### src/rtl/ftb_pkg.sv
`timescale 1ns / 1ps

package ftb_pkg;

  localparam int ENTRY_COUNT_DEF = 16;

  typedef enum logic [1:0] {
    OP_FORMAT = 2'd0,
    OP_CREATE = 2'd1,
    OP_DELETE = 2'd2,
    OP_LOOKUP = 2'd3
  } op_t;

  typedef enum logic [2:0] {
    ST_OK        = 3'd0,
    ST_NOT_FOUND = 3'd1,
    ST_EXISTS    = 3'd2,
    ST_FULL      = 3'd3,
    ST_NO_BLOCK  = 3'd4
  } status_t;

  typedef enum logic [1:0] {
    S_IDLE  = 2'd0,
    S_SCAN  = 2'd1,
    S_BSCAN = 2'd2,
    S_FIN   = 2'd3
  } state_t;

  typedef struct packed {
    logic [1:0]  operation;
    logic [15:0] file_id;
  } in_beat_t;

  typedef struct packed {
    logic [2:0] status;
    logic [3:0] entry_index;
    logic [3:0] block_number;
  } out_beat_t;

  typedef struct packed {
    logic format;
    logic ent_wr;
    logic ent_clr;
    logic blk_set;
    logic blk_clr;
  } store_ctl_t;

endpackage

### src/rtl/ftb_store.sv
`timescale 1ns / 1ps

module ftb_store #(
  parameter int ENTRY_COUNT = ftb_pkg::ENTRY_COUNT_DEF
) (
  input  logic                           clk,
  input  logic                           rst_n,
  input  ftb_pkg::store_ctl_t            ctl,
  input  logic [$clog2(ENTRY_COUNT)-1:0] rd_addr,
  input  logic [$clog2(ENTRY_COUNT)-1:0] ent_addr,
  input  logic [15:0]                    ent_id,
  input  logic [$clog2(ENTRY_COUNT)-1:0] ent_blk,
  input  logic [$clog2(ENTRY_COUNT)-1:0] blk_addr,
  output logic [15:0]                    rd_id_r,
  output logic [$clog2(ENTRY_COUNT)-1:0] rd_blk_r,
  output logic                           rd_valid_r,
  output logic                           blk_used
);

  localparam int IW = $clog2(ENTRY_COUNT);
  localparam logic [ENTRY_COUNT-1:0] USED_INIT = {{(ENTRY_COUNT-2){1'b0}}, 2'b11};

  logic [15:0]            id_mem  [ENTRY_COUNT];
  logic [IW-1:0]          blk_mem [ENTRY_COUNT];
  logic [ENTRY_COUNT-1:0] valid_r;
  logic [ENTRY_COUNT-1:0] valid_nxt;
  logic [ENTRY_COUNT-1:0] used_r;
  logic [ENTRY_COUNT-1:0] used_nxt;

  always_ff @(posedge clk) begin
    if (ctl.ent_wr) begin
      id_mem[ent_addr]  <= ent_id;
      blk_mem[ent_addr] <= ent_blk;
    end
    rd_id_r    <= id_mem[rd_addr];
    rd_blk_r   <= blk_mem[rd_addr];
    rd_valid_r <= valid_r[rd_addr];
  end

  always_comb begin
    valid_nxt = valid_r;
    used_nxt  = used_r;
    if (ctl.format) begin
      valid_nxt = '0;
      used_nxt  = USED_INIT;
    end
    if (ctl.ent_wr) begin
      valid_nxt[ent_addr] = 1'b1;
    end
    if (ctl.ent_clr) begin
      valid_nxt[ent_addr] = 1'b0;
    end
    if (ctl.blk_set) begin
      used_nxt[blk_addr] = 1'b1;
    end
    if (ctl.blk_clr) begin
      used_nxt[blk_addr] = 1'b0;
    end
  end

  always_ff @(posedge clk) begin
    if (!rst_n) begin
      valid_r <= '0;
      used_r  <= USED_INIT;
    end else begin
      valid_r <= valid_nxt;
      used_r  <= used_nxt;
    end
  end

  assign blk_used = used_r[blk_addr];

endmodule

### src/rtl/ftb_seq.sv
`timescale 1ns / 1ps

module ftb_seq #(
  parameter int ENTRY_COUNT = ftb_pkg::ENTRY_COUNT_DEF
) (
  input  logic                           clk,
  input  logic                           rst_n,
  input  logic                           in_valid,
  output logic                           in_stall,
  input  ftb_pkg::in_beat_t              in_data,
  output logic                           out_valid,
  input  logic                           out_stall,
  output ftb_pkg::out_beat_t             out_data,
  output ftb_pkg::store_ctl_t            ctl,
  output logic [$clog2(ENTRY_COUNT)-1:0] rd_addr,
  output logic [$clog2(ENTRY_COUNT)-1:0] ent_addr,
  output logic [15:0]                    ent_id,
  output logic [$clog2(ENTRY_COUNT)-1:0] ent_blk,
  output logic [$clog2(ENTRY_COUNT)-1:0] blk_addr,
  input  logic [15:0]                    rd_id,
  input  logic [$clog2(ENTRY_COUNT)-1:0] rd_blk,
  input  logic                           rd_valid,
  input  logic                           blk_used
);

  localparam int IW = $clog2(ENTRY_COUNT);
  localparam logic [IW-1:0] LAST = IW'(ENTRY_COUNT - 1);

  ftb_pkg::state_t    state_r, state_nxt;
  ftb_pkg::op_t       op_r, op_nxt;
  ftb_pkg::status_t   status_r, status_nxt;
  logic [15:0]        id_r, id_nxt;
  logic [IW-1:0]      cnt_r, cnt_nxt;
  logic               more_r, more_nxt;
  logic               pvld_r, pvld_nxt;
  logic [IW-1:0]      pidx_r, pidx_nxt;
  logic               free_found_r, free_found_nxt;
  logic [IW-1:0]      free_idx_r, free_idx_nxt;
  logic [IW-1:0]      bcnt_r, bcnt_nxt;
  logic [IW-1:0]      res_idx_r, res_idx_nxt;
  logic [IW-1:0]      res_blk_r, res_blk_nxt;
  logic               out_valid_r, out_valid_nxt;
  ftb_pkg::out_beat_t out_data_r, out_data_nxt;

  logic          accept;
  logic          match;
  logic          free_now;
  logic          have_free;
  logic [IW-1:0] free_idx_eff;
  logic          scan_last;
  logic          can_load;
  logic [IW+3:0] idx_wide;
  logic [IW+3:0] blk_wide;

  assign accept       = (state_r == ftb_pkg::S_IDLE) && in_valid;
  assign match        = pvld_r && rd_valid && (rd_id == id_r);
  assign free_now     = pvld_r && !rd_valid;
  assign have_free    = free_found_r || free_now;
  assign free_idx_eff = free_found_r ? free_idx_r : pidx_r;
  assign scan_last    = pvld_r && (pidx_r == LAST);
  assign can_load     = !out_valid_r || !out_stall;
  assign idx_wide     = {4'b0000, res_idx_r};
  assign blk_wide     = {4'b0000, res_blk_r};

  // next state
  always_comb begin
    state_nxt = state_r;
    case (state_r)
      ftb_pkg::S_IDLE: begin
        if (in_valid) begin
          state_nxt = (in_data.operation == ftb_pkg::OP_FORMAT) ? ftb_pkg::S_FIN
                                                                 : ftb_pkg::S_SCAN;
        end
      end
      ftb_pkg::S_SCAN: begin
        if (match) begin
          state_nxt = ftb_pkg::S_FIN;
        end else if (scan_last) begin
          state_nxt = (op_r == ftb_pkg::OP_CREATE && have_free) ? ftb_pkg::S_BSCAN
                                                                : ftb_pkg::S_FIN;
        end
      end
      ftb_pkg::S_BSCAN: begin
        if (!blk_used || bcnt_r == LAST) begin
          state_nxt = ftb_pkg::S_FIN;
        end
      end
      ftb_pkg::S_FIN: begin
        if (can_load) begin
          state_nxt = ftb_pkg::S_IDLE;
        end
      end
      default: state_nxt = ftb_pkg::S_IDLE;
    endcase
  end

  // datapath and outputs
  always_comb begin
    op_nxt         = op_r;
    id_nxt         = id_r;
    status_nxt     = status_r;
    cnt_nxt        = cnt_r;
    more_nxt       = more_r;
    pvld_nxt       = 1'b0;
    pidx_nxt       = pidx_r;
    free_found_nxt = free_found_r;
    free_idx_nxt   = free_idx_r;
    bcnt_nxt       = bcnt_r;
    res_idx_nxt    = res_idx_r;
    res_blk_nxt    = res_blk_r;
    out_data_nxt   = out_data_r;
    out_valid_nxt  = out_valid_r && out_stall;
    ctl            = '0;
    rd_addr        = cnt_r;
    blk_addr       = (state_r == ftb_pkg::S_BSCAN) ? bcnt_r : res_blk_r;
    case (state_r)
      ftb_pkg::S_IDLE: begin
        if (accept) begin
          op_nxt         = ftb_pkg::op_t'(in_data.operation);
          id_nxt         = in_data.file_id;
          status_nxt     = ftb_pkg::ST_OK;
          res_idx_nxt    = '0;
          res_blk_nxt    = '0;
          cnt_nxt        = '0;
          more_nxt       = 1'b1;
          free_found_nxt = 1'b0;
          bcnt_nxt       = '0;
        end
      end
      ftb_pkg::S_SCAN: begin
        if (more_r) begin
          pvld_nxt = 1'b1;
          pidx_nxt = cnt_r;
          if (cnt_r == LAST) begin
            more_nxt = 1'b0;
          end else begin
            cnt_nxt = cnt_r + 1'b1;
          end
        end
        if (free_now && !free_found_r) begin
          free_found_nxt = 1'b1;
          free_idx_nxt   = pidx_r;
        end
        if (match) begin
          pvld_nxt = 1'b0;
          if (op_r == ftb_pkg::OP_CREATE) begin
            status_nxt = ftb_pkg::ST_EXISTS;
          end else begin
            status_nxt  = ftb_pkg::ST_OK;
            res_idx_nxt = pidx_r;
            res_blk_nxt = rd_blk;
          end
        end else if (scan_last) begin
          if (op_r != ftb_pkg::OP_CREATE) begin
            status_nxt = ftb_pkg::ST_NOT_FOUND;
          end else if (!have_free) begin
            status_nxt = ftb_pkg::ST_FULL;
          end else begin
            free_idx_nxt = free_idx_eff;
          end
        end
      end
      ftb_pkg::S_BSCAN: begin
        if (!blk_used) begin
          status_nxt  = ftb_pkg::ST_OK;
          res_idx_nxt = free_idx_r;
          res_blk_nxt = bcnt_r;
        end else if (bcnt_r == LAST) begin
          status_nxt = ftb_pkg::ST_NO_BLOCK;
        end else begin
          bcnt_nxt = bcnt_r + 1'b1;
        end
      end
      ftb_pkg::S_FIN: begin
        if (can_load) begin
          out_valid_nxt             = 1'b1;
          out_data_nxt.status       = status_r;
          out_data_nxt.entry_index  = idx_wide[3:0];
          out_data_nxt.block_number = blk_wide[3:0];
          if (op_r == ftb_pkg::OP_FORMAT) begin
            ctl.format = 1'b1;
          end else if (status_r == ftb_pkg::ST_OK && op_r == ftb_pkg::OP_CREATE) begin
            ctl.ent_wr  = 1'b1;
            ctl.blk_set = 1'b1;
          end else if (status_r == ftb_pkg::ST_OK && op_r == ftb_pkg::OP_DELETE) begin
            ctl.ent_clr = 1'b1;
            ctl.blk_clr = 1'b1;
          end
        end
      end
      default: begin
        pvld_nxt = 1'b0;
      end
    endcase
  end

  always_ff @(posedge clk) begin
    if (!rst_n) begin
      state_r     <= ftb_pkg::S_IDLE;
      out_valid_r <= 1'b0;
      pvld_r      <= 1'b0;
      more_r      <= 1'b0;
    end else begin
      state_r     <= state_nxt;
      out_valid_r <= out_valid_nxt;
      pvld_r      <= pvld_nxt;
      more_r      <= more_nxt;
    end
  end

  always_ff @(posedge clk) begin
    op_r         <= op_nxt;
    id_r         <= id_nxt;
    status_r     <= status_nxt;
    cnt_r        <= cnt_nxt;
    pidx_r       <= pidx_nxt;
    free_found_r <= free_found_nxt;
    free_idx_r   <= free_idx_nxt;
    bcnt_r       <= bcnt_nxt;
    res_idx_r    <= res_idx_nxt;
    res_blk_r    <= res_blk_nxt;
    out_data_r   <= out_data_nxt;
  end

  assign in_stall  = (state_r != ftb_pkg::S_IDLE);
  assign out_valid = out_valid_r;
  assign out_data  = out_data_r;
  assign ent_addr  = res_idx_r;
  assign ent_id    = id_r;
  assign ent_blk   = res_blk_r;

endmodule

### src/rtl/file_entry_table_with_block_map.sv
`timescale 1ns / 1ps

// File entry table with a free-block map. Each input beat carries an operation
// (format, create, delete, lookup) and a 16-bit file id and yields exactly one
// result beat with a status, the entry index and the block number (low 4 bits).
// Ids live in a table with one read port that a sequencer sweeps one entry per
// cycle through one shared id comparator; create then walks the block map one
// block per cycle for the lowest free block. Format skips the scan, and a scan
// ends early on a hit. The input is stalled while an item is in work; a finished
// result sits in an output register, so the next item is taken while it waits.
// At reset the entry valid bits clear and the block map takes its formatted
// state (blocks 0 and 1 used); no clearing pass.
module file_entry_table_with_block_map #(
  parameter int ENTRY_COUNT = ftb_pkg::ENTRY_COUNT_DEF
) (
  input  logic               clk,
  input  logic               rst_n,
  input  logic               in_valid,
  output logic               in_stall,
  input  ftb_pkg::in_beat_t  in_data,
  output logic               out_valid,
  input  logic               out_stall,
  output ftb_pkg::out_beat_t out_data
);

  localparam int IW = $clog2(ENTRY_COUNT);

  ftb_pkg::store_ctl_t ctl;
  logic [IW-1:0]       rd_addr;
  logic [IW-1:0]       ent_addr;
  logic [15:0]         ent_id;
  logic [IW-1:0]       ent_blk;
  logic [IW-1:0]       blk_addr;
  logic [15:0]         rd_id;
  logic [IW-1:0]       rd_blk;
  logic                rd_valid;
  logic                blk_used;

  ftb_seq #(
    .ENTRY_COUNT(ENTRY_COUNT)
  ) u_seq (
    .clk      (clk),
    .rst_n    (rst_n),
    .in_valid (in_valid),
    .in_stall (in_stall),
    .in_data  (in_data),
    .out_valid(out_valid),
    .out_stall(out_stall),
    .out_data (out_data),
    .ctl      (ctl),
    .rd_addr  (rd_addr),
    .ent_addr (ent_addr),
    .ent_id   (ent_id),
    .ent_blk  (ent_blk),
    .blk_addr (blk_addr),
    .rd_id    (rd_id),
    .rd_blk   (rd_blk),
    .rd_valid (rd_valid),
    .blk_used (blk_used)
  );

  ftb_store #(
    .ENTRY_COUNT(ENTRY_COUNT)
  ) u_store (
    .clk       (clk),
    .rst_n     (rst_n),
    .ctl       (ctl),
    .rd_addr   (rd_addr),
    .ent_addr  (ent_addr),
    .ent_id    (ent_id),
    .ent_blk   (ent_blk),
    .blk_addr  (blk_addr),
    .rd_id_r   (rd_id),
    .rd_blk_r  (rd_blk),
    .rd_valid_r(rd_valid),
    .blk_used  (blk_used)
  );

endmodule

### config.mk
export PLATFORM = sky130hd
export DESIGN_NAME = file_entry_table_with_block_map
export DESIGN_NICKNAME = d
export VERILOG_FILES = /design/src/rtl/ftb_pkg.sv /design/src/rtl/ftb_store.sv /design/src/rtl/ftb_seq.sv /design/src/rtl/file_entry_table_with_block_map.sv
export SDC_FILE = /design/constraint.sdc
export NUM_CORES = 1
export LEC_CHECK = 0
export ABC_AREA = 1
export BUFFER_PORTS_ARGS = -buffer_cell sky130_fd_sc_hd__buf_2
export CORE_MARGIN = 2
export CORE_UTILIZATION = 60
export CTS_BUF_LIST = sky130_fd_sc_hd__clkbuf_16
export CTS_CLUSTER_SIZE = 40
export DETAILED_ROUTE_END_ITERATION = 12
export HOLD_SLACK_MARGIN = 0.1
export PLACE_DENSITY_LB_ADDON = 0.12
export RECOVER_POWER = 100
export SLEW_MARGIN = 0
export SYNTH_ARGS = -nofsm -noshare
export SYNTH_HDL_FRONTEND = slang
export SYNTH_SLANG_ARGS = --single-unit
export TNS_END_PERCENT = 50
### constraint.sdc
create_clock -name clk -period 3.4 [get_ports clk]
set_input_delay 0.51 -clock clk [delete_from_list [all_inputs] [get_ports clk]]
set_output_delay 0.51 -clock clk [all_outputs]
set_load 0.005 [all_outputs]
======== Yosys cells after proc, flatten, opt, wreduce, memory -nomap -nowiden ========
Memories as Yosys holds them, arrays and structs flattened. A register that Yosys moved wholly into a read port is not among the register bits.
Index checks and enable logic that the tools add are counted.
storage, ports and cells
  flip-flop bits (word level) ............. 95
  bits in writable memories ............... 320
  word-level logic and storage cells ...... 175
  memories kept ........................... 2
memories
  name             words  width  rd ports  clocked after memory_dff  wr ports  line             RTL
  u_store.id_mem   16     16     1         1                         1         ftb_store.sv:23  logic [15:0] id_mem [ENTRY_COUNT];
  u_store.blk_mem  16     4      1         1                         1         ftb_store.sv:24  logic [IW-1:0] blk_mem [ENTRY_COUNT];
operators by class
  $add $sub $neg .......................... 2
  magnitude comparators ................... 5
  equal/unequal tests ..................... 26
  muxes and demuxes ....................... 72
  bitwise logic cells ..................... 8
  reductions and logical operators ........ 40
operators with widths
  operator             count
  $mux 16              6
  $mux 4               19
  $and 16x16->16       2
  $not 16->16          2
  $or 16x16->16        2
  $pmux 4 s3           2
  $mux 3               7
  $mux 1               19
  $eq 16x16->1         1
  $ne 2x1->1 const B   8
  $pmux 4 s2           2
  $lt 4x5->1 const B   3
  $mux 2               7
  $eq 4x4->1 const B   3
  $logic_and 1x1->1    12
  $reduce_and 4->1     3
  $mux 5               2
  $ne 2x2->1 const B   5
  $reduce_and 2->1     5
  $reduce_and 5->1     2
  $pmux 3 s3           1
  $add 4x1->4 const B  2
  $bmux 1 s4           2
  $demux 1 s4          2
  18 further kinds     34

======== Logic depth before layout (Yosys ltp) ========
Gate-level depths: netlist of run 1.
  depth after elaboration ................. 12
  depth in mapped cells ................... 17
  depth with buffers taken out ............ 17

======== Hierarchy ========
Synthesis of run 1 repeated with hierarchy kept, for this count alone.
second synthesis, totals
  cell total of the unflattened synthesis .. 1948
  area, all modules ....................... 18915.6 µm²
modules (own cells, without submodules)
  module     times used  cells each  area each (µm²)  seq. area each (µm²)
  ftb_store  1           1652        16046.6          10670.2
  ftb_seq    1           296         2869.0           1811.7

======== Worst setup path after synthesis of run 1 ========
No wires, ideal clock.
  path type ............................... input -> register
  from .................................... in out_stall
  to ...................................... mem u_store.blk_mem[10][0] (netlist bit), enable pin
  setup time .............................. 0.397 ns
  arrival time ............................ 2.520 ns
  data required time ...................... 3.003 ns
  path slack .............................. 0.483 ns
  stages .................................. 7
  path buffers ............................ 2
  cells stage by stage .................... nand2_1 -> nand2_1 -> inv_1 -> nand3_1 -> clkbuf_1 -> clkbuf_1 -> nor2_1
on the way
  longest elaborated chain between the ends .. 6
ends and longest elaborated chain
  element                       line                                   RTL
  from (decl)                   file_entry_table_with_block_map.sv:22  input logic out_stall,
  $logic_not 1->1               ftb_seq.sv:61                          assign can_load = !out_valid_r || !out_stall;
  $logic_or 1x1->1              ftb_seq.sv:61
  $mux 5                        ftb_seq.sv:175                         if (can_load) begin
  $mux 5                        ftb_seq.sv:116                         case (state_r)
  $mux 1                        ftb_store.sv:31                        if (ctl.ent_wr) begin
  $mux 1 (implied by the code)  ftb_store.sv:33                        blk_mem[ent_addr] <= ent_blk;
  to (decl)                     ftb_store.sv:24
No other way between the ends.

======== Worst setup path after layout of run 1 ========
  from .................................... reg u_seq.state_r[1]
  to ...................................... mem u_store.blk_mem[3][2] (netlist bit), enable pin
on the way
  longest elaborated chain between the ends .. 4
ends and longest elaborated chain
  element                       line             RTL
  from (decl)                   ftb_seq.sv:29    ftb_pkg::state_t state_r, state_nxt;
  from (signal assigned)        ftb_seq.sv:199   state_r <= ftb_pkg::S_IDLE;
  from (signal assigned)        ftb_seq.sv:204   state_r <= state_nxt;
  $eq 2x2->1                    ftb_seq.sv:116
  $mux 5                        ftb_seq.sv:116
  $mux 1                        ftb_store.sv:31
  $mux 1 (implied by the code)  ftb_store.sv:33
No other way between the ends.

==> metrics.cfg, run 1 <==
[status]
status = finished with violations
violations = capacitance limit, slew limit

[setup_path]
cpPeakStageDelay_ns = 0.72
crit_path_start_kind = register
endpoint_kind = register
critPathRequiredTime_ns = 3.56
timing.rr.end = u_store.blk_mem[3][2]
rr_worst_depth = 7
r2r_start = u_seq.state_r[1]
worst_ep_arrival_time_ns = 3.24
reg2reg_slack_ns = 0.32
critPathMaxFanout = 19
critical-path-slowest-cell = nand3_1
crit_chain = ha_1 -> nand2_1 -> inv_1 -> nand3_1 -> clkbuf_1 -> nor2_1 -> clkbuf_1
crit_type = reg2reg
crit_top_cell = clkbuf_1

[yosys]
ys_seq_elements = 435
synthCells = 1485
synth.top_cells.by_area = edfxtp_1 (65%), dfxtp_1 (6.7%), nand2_1 (6.1%)
syn_area_um2 = 17340
yosys-top-cells-count = edfxtp_1 (377), nand2_1 (281), nor2_1 (158)
post_synth.cell_area_avg_um2 = 11.68
synth-seq-area-share_pct = 71.97
async_reset_ff_share_pct = 0
syn_nets = 1513
synth.top_cell.area_share_pct = 65.28
ys_types = 31
synth-edff-count = 377
yosysTopAreaCell = edfxtp_1
synthFlopType = edfxtp_1
synth_most_common_cell = edfxtp_1
synth_warnings = 0

[drt]
first_iter_violations = 1326
drt-vias-per-instance = 6.051
antenna_left = 0
routed_wl_um = 43420
drt_first_pass_iters = 6
vias = 11810
wl_per_cell_um = 22.25
drc = 0

[worst_hold_path]
hp-start = in_data[3]
hp-class = in2reg
whs_endpoint = u_seq.ent_id[3]
hold_depth = 1

[cts]
clock_latency_ns = 0.54
cts.clk_slew.worst_paths_ns = 0.06
cts_hold_buf = 0
cts_buffer_depth = 3
clock-root-buffer = clkbuf_16
cts-buffers-inserted = 43
h-tree-depth = 2
cts_tree = yes
cts_resized = 0
post_cts_buffers = 0
clkSinkCount = 435

[flow_run]
cap_violations = 2

[pwr]
ir_drop_v = 0.0006162
p_per_area_nw_per_um2 = 807.0
power.total_mw = 15.55
leakage_nw = 6.810

[sta]
finalSetupViolCount = 0
worstMarginPinSlew_ns = 1.858
setup-tns-final_ns = 0
rsz0062_at_grt = no
slew_viol_final = 45
finClkSkew_ns = 0.01737
fmax_mhz = 324.7
final_hold_viol_count = 0
relSlewSlack_pct = -23.85
post-route-period-util_pct = 90.59
post-route-min-period_ns = 3.080

[floorplanning]
num_rows = 62
die_x_um = 174.0
fp.dieH_um = 174.0
ios = 35
start_util_pct = 60.75
die_area_um2 = 30280
core-area_um2 = 28550

[placement]
place_hpwl_um = 24370
placedCellCount = 1874
gp_congestion = 0.8824
port_buffers = 34
placed_area_um2 = 18160

[cells_and_area]
syn_to_final_growth_pct = 11.07
nets = 1563
n_antenna_cell = 0
drive_gt1_share_pct = 7.398
utilization_pct = 67.48
stdcell_count = 1952
fin_area_um2 = 19260

[global_route]
grt_pass1_vias = 11180
grt_pass1_wl_um = 65660
use_met1_pct = 40.90
grt_max_degree = 121
busiest_layer = met2
grtUsageMet2_pct = 46.86
antenna_found_initial = 0
overflow = 0
grt_use_total_pct = 28.74
gr-usage-met3_pct = 4.068

logic make-up after synthesis:
family	after synthesis	share of synthesized area, %
and+or+nand+nor	563	13.38
DFF	435	71.97
AOI/OAI and AO/OA	309	10.15
buffers and inverters	164	3.665
xor gates and xnor gates	8	0.4040
adders and majority gates	6	0.4329
power by group:
part	total [mW]	switching (mW)	internal [mW]	leakage, nW
clock	4.29	1.86	2.43	0.705
sequential	7.08	0.528	6.55	3.90
combinational	4.17	3.02	1.15	2.20
total	15.5	5.41	10.1	6.81
worst max-delay path, delay by kind of cell (launching register included):
kind | cells | cell delay (ns)
AND/OR/NAND/NOR | 3 | 1.02
buffers and inverters | 3 | 1.09
flip-flops | 1 | 0.39
adder cells (fa/ha/maj) | 1 | 0.21
worst max-delay path by stage:
stage                          start                     end  slack [ns]  cells after the start
finish              u_seq.state_r[1]   u_store.blk_mem[3][2]        0.32                      7
global route        u_seq.state_r[0]         u_seq.bcnt_r[3]        0.16                     14
CTS                 u_seq.state_r[0]         u_seq.bcnt_r[3]        0.62                     13
detailed placement  u_seq.state_r[0]         u_seq.bcnt_r[1]        0.64                     13
global placement    u_seq.state_r[0]         u_seq.bcnt_r[1]        0.77                     13
floorplan                  out_stall  u_store.blk_mem[10][0]        0.48                      7
per-layer routing:
metal / up-vias / wire length [um]
met3: 88 / 3753
li1: 5411 / -
met1: 5778 / 17860
met5: - / 0
met4: 0 / 1116
met2: 534 / 20700
area by class of cell:
| class | instances | area [um^2] |
|---|---|---|
| clock buffers | 43 | 1076 |
| repair buffers | 84 | 474.2 |
| multi-input cells | 886 | 4235 |
| inverters | 85 | 321.6 |
| flip-flops and latches | 435 | 12480 |
| clock inverters | 35 | 193.9 |
| fillers | 2190 | 9284 |
| well taps | 384 | 480.5 |
per-stage QoR:
step	setup slack [ns]	hold WS [ns]
2_1_floorplan	0.4831	0.4206
6_report	0.3200	0.1480
3_3_place_gp	0.7719	0.4495
5_1_grt	0.1648	0.1448
4_1_cts	0.6183	0.1352
3_5_place_dp	0.6438	0.4426
layout by cell type, fill, tap and decap left out, types with 4 or more instances in the layout:
cell and instances:
edfxtp_1 377, nand2_1 281, nor2_1 152, o21ai_0 146, inv_1 105, a21oi_1 83
dfxtp_1 58, nand3_1 52, clkbuf_16 43, nor3_1 40, clkbuf_1 35, o22ai_1 33
a221oi_1 23, buf_2 20, nand4_1 19, o221ai_1 16, clkbuf_2 15, nor2_2 9
buf_4 9, xor2_1 8, clkinv_1 7, nand2_2 6, ha_1 6, buf_12 5
a32oi_1 4, clkinv_2 4
state kept, by name, indices dropped and copies added (netlist names), 2 cells and up:
name and cells:
u_seq.ent_blk 4, u_seq.pidx_r 4, u_seq.rd_addr 4, u_seq.status_r 3, u_seq.state_r 2, u_store.id_mem 256
u_seq.ent_id 16, u_seq.out_data 11, u_seq.bcnt_r 4, u_seq.op_r 2, u_store.rd_blk_r 4, u_store.used_r 16
u_store.valid_r 16, u_seq.free_idx_r 4, u_store.blk_mem 64, u_seq.ent_addr 4, u_store.rd_id_r 16
No activity file was read; power rests on OpenSTA's default activity.
==> inputs of run 2 (changes only) <==
Settings changed: CORE_UTILIZATION 60 to 55, GPL_TIMING_DRIVEN set to 0.
==> run 2 against run 1 <==
Compared with the run above:
- the flow now finishes without violations
- global-route usage rose by 1.9 points
- setup slack worse by 0.13 ns
- design area up 2.0%
- combinational power is 13% higher
- hold slack worse by 0.018 ns
- fmax is 4.1% lower
- critical path type unchanged
- highest routed layer is now met5
==> metrics.cfg, run 2 (synthesis gave the netlist of run 1 again) <==
[status]
status = finished, final reports clean

[drt]
routed_wl_um = 50090  ; +15%
drc = 0  ; unchanged
drt_first_pass_iters = 5  ; -1
drt-vias-per-instance = 6.084  ; +0.55%
vias = 12360  ; +4.6%
first_iter_violations = 1504  ; +13%
antenna_left = 0  ; unchanged
wl_per_cell_um = 24.66  ; +11%

[sta]
final_hold_viol_count = 0  ; unchanged
fmax_mhz = 311.5  ; -4.1%
post-route-period-util_pct = 94.43  ; +3.8 points
setup-tns-final_ns = 0  ; unchanged
finalSetupViolCount = 0  ; unchanged
slew_viol_final = 0  ; -100%
worstMarginPinSlew_ns = 1.368  ; -0.4897 ns
post-route-min-period_ns = 3.211  ; +0.1308 ns
finClkSkew_ns = 0.01726  ; -0.0001098 ns
relSlewSlack_pct = 8.095  ; +32 points
rsz0062_at_grt = no

[floorplanning]
num_rows = 65  ; +4.8%
die_area_um2 = 32970  ; +8.9%
core-area_um2 = 31310  ; +9.7%
fp.dieH_um = 181.6  ; +4.3%
start_util_pct = 55.39  ; -5.4 points
ios = 35  ; unchanged
die_x_um = 181.6  ; +4.3%

[cts]
cts.clk_slew.worst_paths_ns = 0.06  ; about the same
clock_latency_ns = 0.55  ; about the same
clkSinkCount = 435  ; unchanged
cts-buffers-inserted = 45  ; +4.7%
cts_buffer_depth = 3  ; unchanged
clock-root-buffer = clkbuf_16
cts_tree = yes
h-tree-depth = 2  ; unchanged

[setup_path]
critPathMaxFanout = 16  ; -3
path_delay_family = buffers and inverters
cp.depth = 8  ; +1
crit_buf_inv = 4  ; +1
crit_chain = ha_1 -> nand2_1 -> inv_1 -> nand3_2 -> clkbuf_1 -> clkbuf_4 -> nor2_1 -> clkbuf_2
worst_ep_arrival_time_ns = 3.39  ; +0.15 ns
cpPeakStageDelay_ns = 0.51  ; -0.21 ns
rr_worst_depth = 8  ; +1
endpoint_kind = register
crit_path_start_kind = register
critPathRequiredTime_ns = 3.58  ; +0.02 ns
crit_type = reg2reg
critical-path-slowest-cell = clkbuf_2

[cells_and_area]
n_antenna_cell = 0  ; unchanged
reg_top3 = u_store.id_mem (256), u_store.blk_mem (64)
nets = 1622  ; +3.8%
syn_to_final_growth_pct = 13.25
drive_gt1_share_pct = 8.103  ; +0.71 points
largest-register = u_store.id_mem
final_cell_mix = edfxtp_1 (377), nand2_1 (281), nor2_1 (154)
layout_commonest_cell = edfxtp_1
largest_reg_flops = 256  ; unchanged

[placement]
gp_congestion = 0.8783  ; -0.46%
port_buffers = 33  ; -2.9%
place_hpwl_um = 30380  ; +25%

[worst_hold_path]
hp-class = in2reg
hold_depth = 1  ; unchanged

[global_route]
antenna_found_initial = 2  ; +2
grt_use_total_pct = 30.63  ; +1.9 points
overflow = 0  ; unchanged
grt_pass1_wl_um = 73410  ; +12%
grt_pass1_vias = 11910  ; +6.5%
grt_max_degree = 21  ; -83%

[flow_run]
cap_violations = 0  ; -2

[pwr]
leakage_nw = 6.892  ; +1.2%
ir_drop_v = 0.0005024  ; -18%
power.total_mw = 16.27  ; +4.7%
p_per_area_nw_per_um2 = 828.4  ; +2.7%

-- run 2: cell types whose count changed in the layout (fill, tap and decap cells not counted), moves of 7 or more --
cell      before  now
buf_4          9    2
clkbuf_1      35   78
inv_1        105   97
nor2_4         0   11
buf_2         20   36
nor2_2         9    2
-- run 2: through the flow --
stage | cell area [um^2] | hold WS [ns] | utilization [%] | setup WS [ns] | std cells
finish | 19640 | 0.1296 | 62.73 | 0.1893 | 2031
global route | 19640 | 0.1184 | 62.73 | 0.02548 | 2031
CTS | 19860 | 0.1221 | 63.44 | 0.03892 | 2031
detailed placement | 18270 | 0.4263 | 58.34 | -0.4296 | 1927
global placement | 18010 | 0.4276 | 57.52 | -1.495 | 1920
floorplan | 17340 | 0.4206 | - | 0.4831 | 1485
-- run 2: final timing paths --
check | startpoint | end | slack [ns]
max | u_seq.state_r[1] | u_store.id_mem[10][9] | 0.19
min | in_data[10] | u_seq.ent_id[10] | 0.13
max reg2reg | u_seq.state_r[1] | u_store.id_mem[10][9] | 0.19
min reg2reg | u_seq.status_r[0] | u_seq.out_data[8] | 0.45
-- run 2: layout make-up --
type                            instances  area, um^2
Clock inverter                         36       185.2
Sequential cell                       435       12480
Clock buffer                           46        1151
Buffer                                 79       311.5
Tap cell                              402       503.0
Fill cell                            2418       11670
Inverter                               85       319.1
Timing Repair Buffer                   56       365.4
Multi-Input combinational cell        892        4323
-- run 2: per-layer routing --
metal | part of all wire (%) | GRT usage, % | routed length, um | up-vias
li1 | - | - | - | 5545
met1 | 40 | 42.57 | 19830 | 5903
met2 | 45 | 47.63 | 22520 | 744
met3 | 11 | 5.796 | 5358 | 162
met4 | 4.7 | 13.63 | 2369 | 2
met5 | 0.026 | 0 | 13 | -
-- run 2: where the power goes --
| part | internal, mW | leakage [nW] | switching [mW] | total (mW) |
|---|---|---|---|---|
| sequential | 6.55 | 3.90 | 0.504 | 7.05 |
| clock | 2.51 | 0.715 | 2.00 | 4.52 |
| combinational | 1.16 | 2.28 | 3.54 | 4.70 |
| total | 10.2 | 6.89 | 6.04 | 16.3 |
-- run 2: repair_timing --
action	in CTS	in global routing
setup endpoints to repair	186	149
pin swaps	11	0
gates cloned	6	0
setup buffers	16	0
gates resized for setup	7	2
hold buffers	0	0
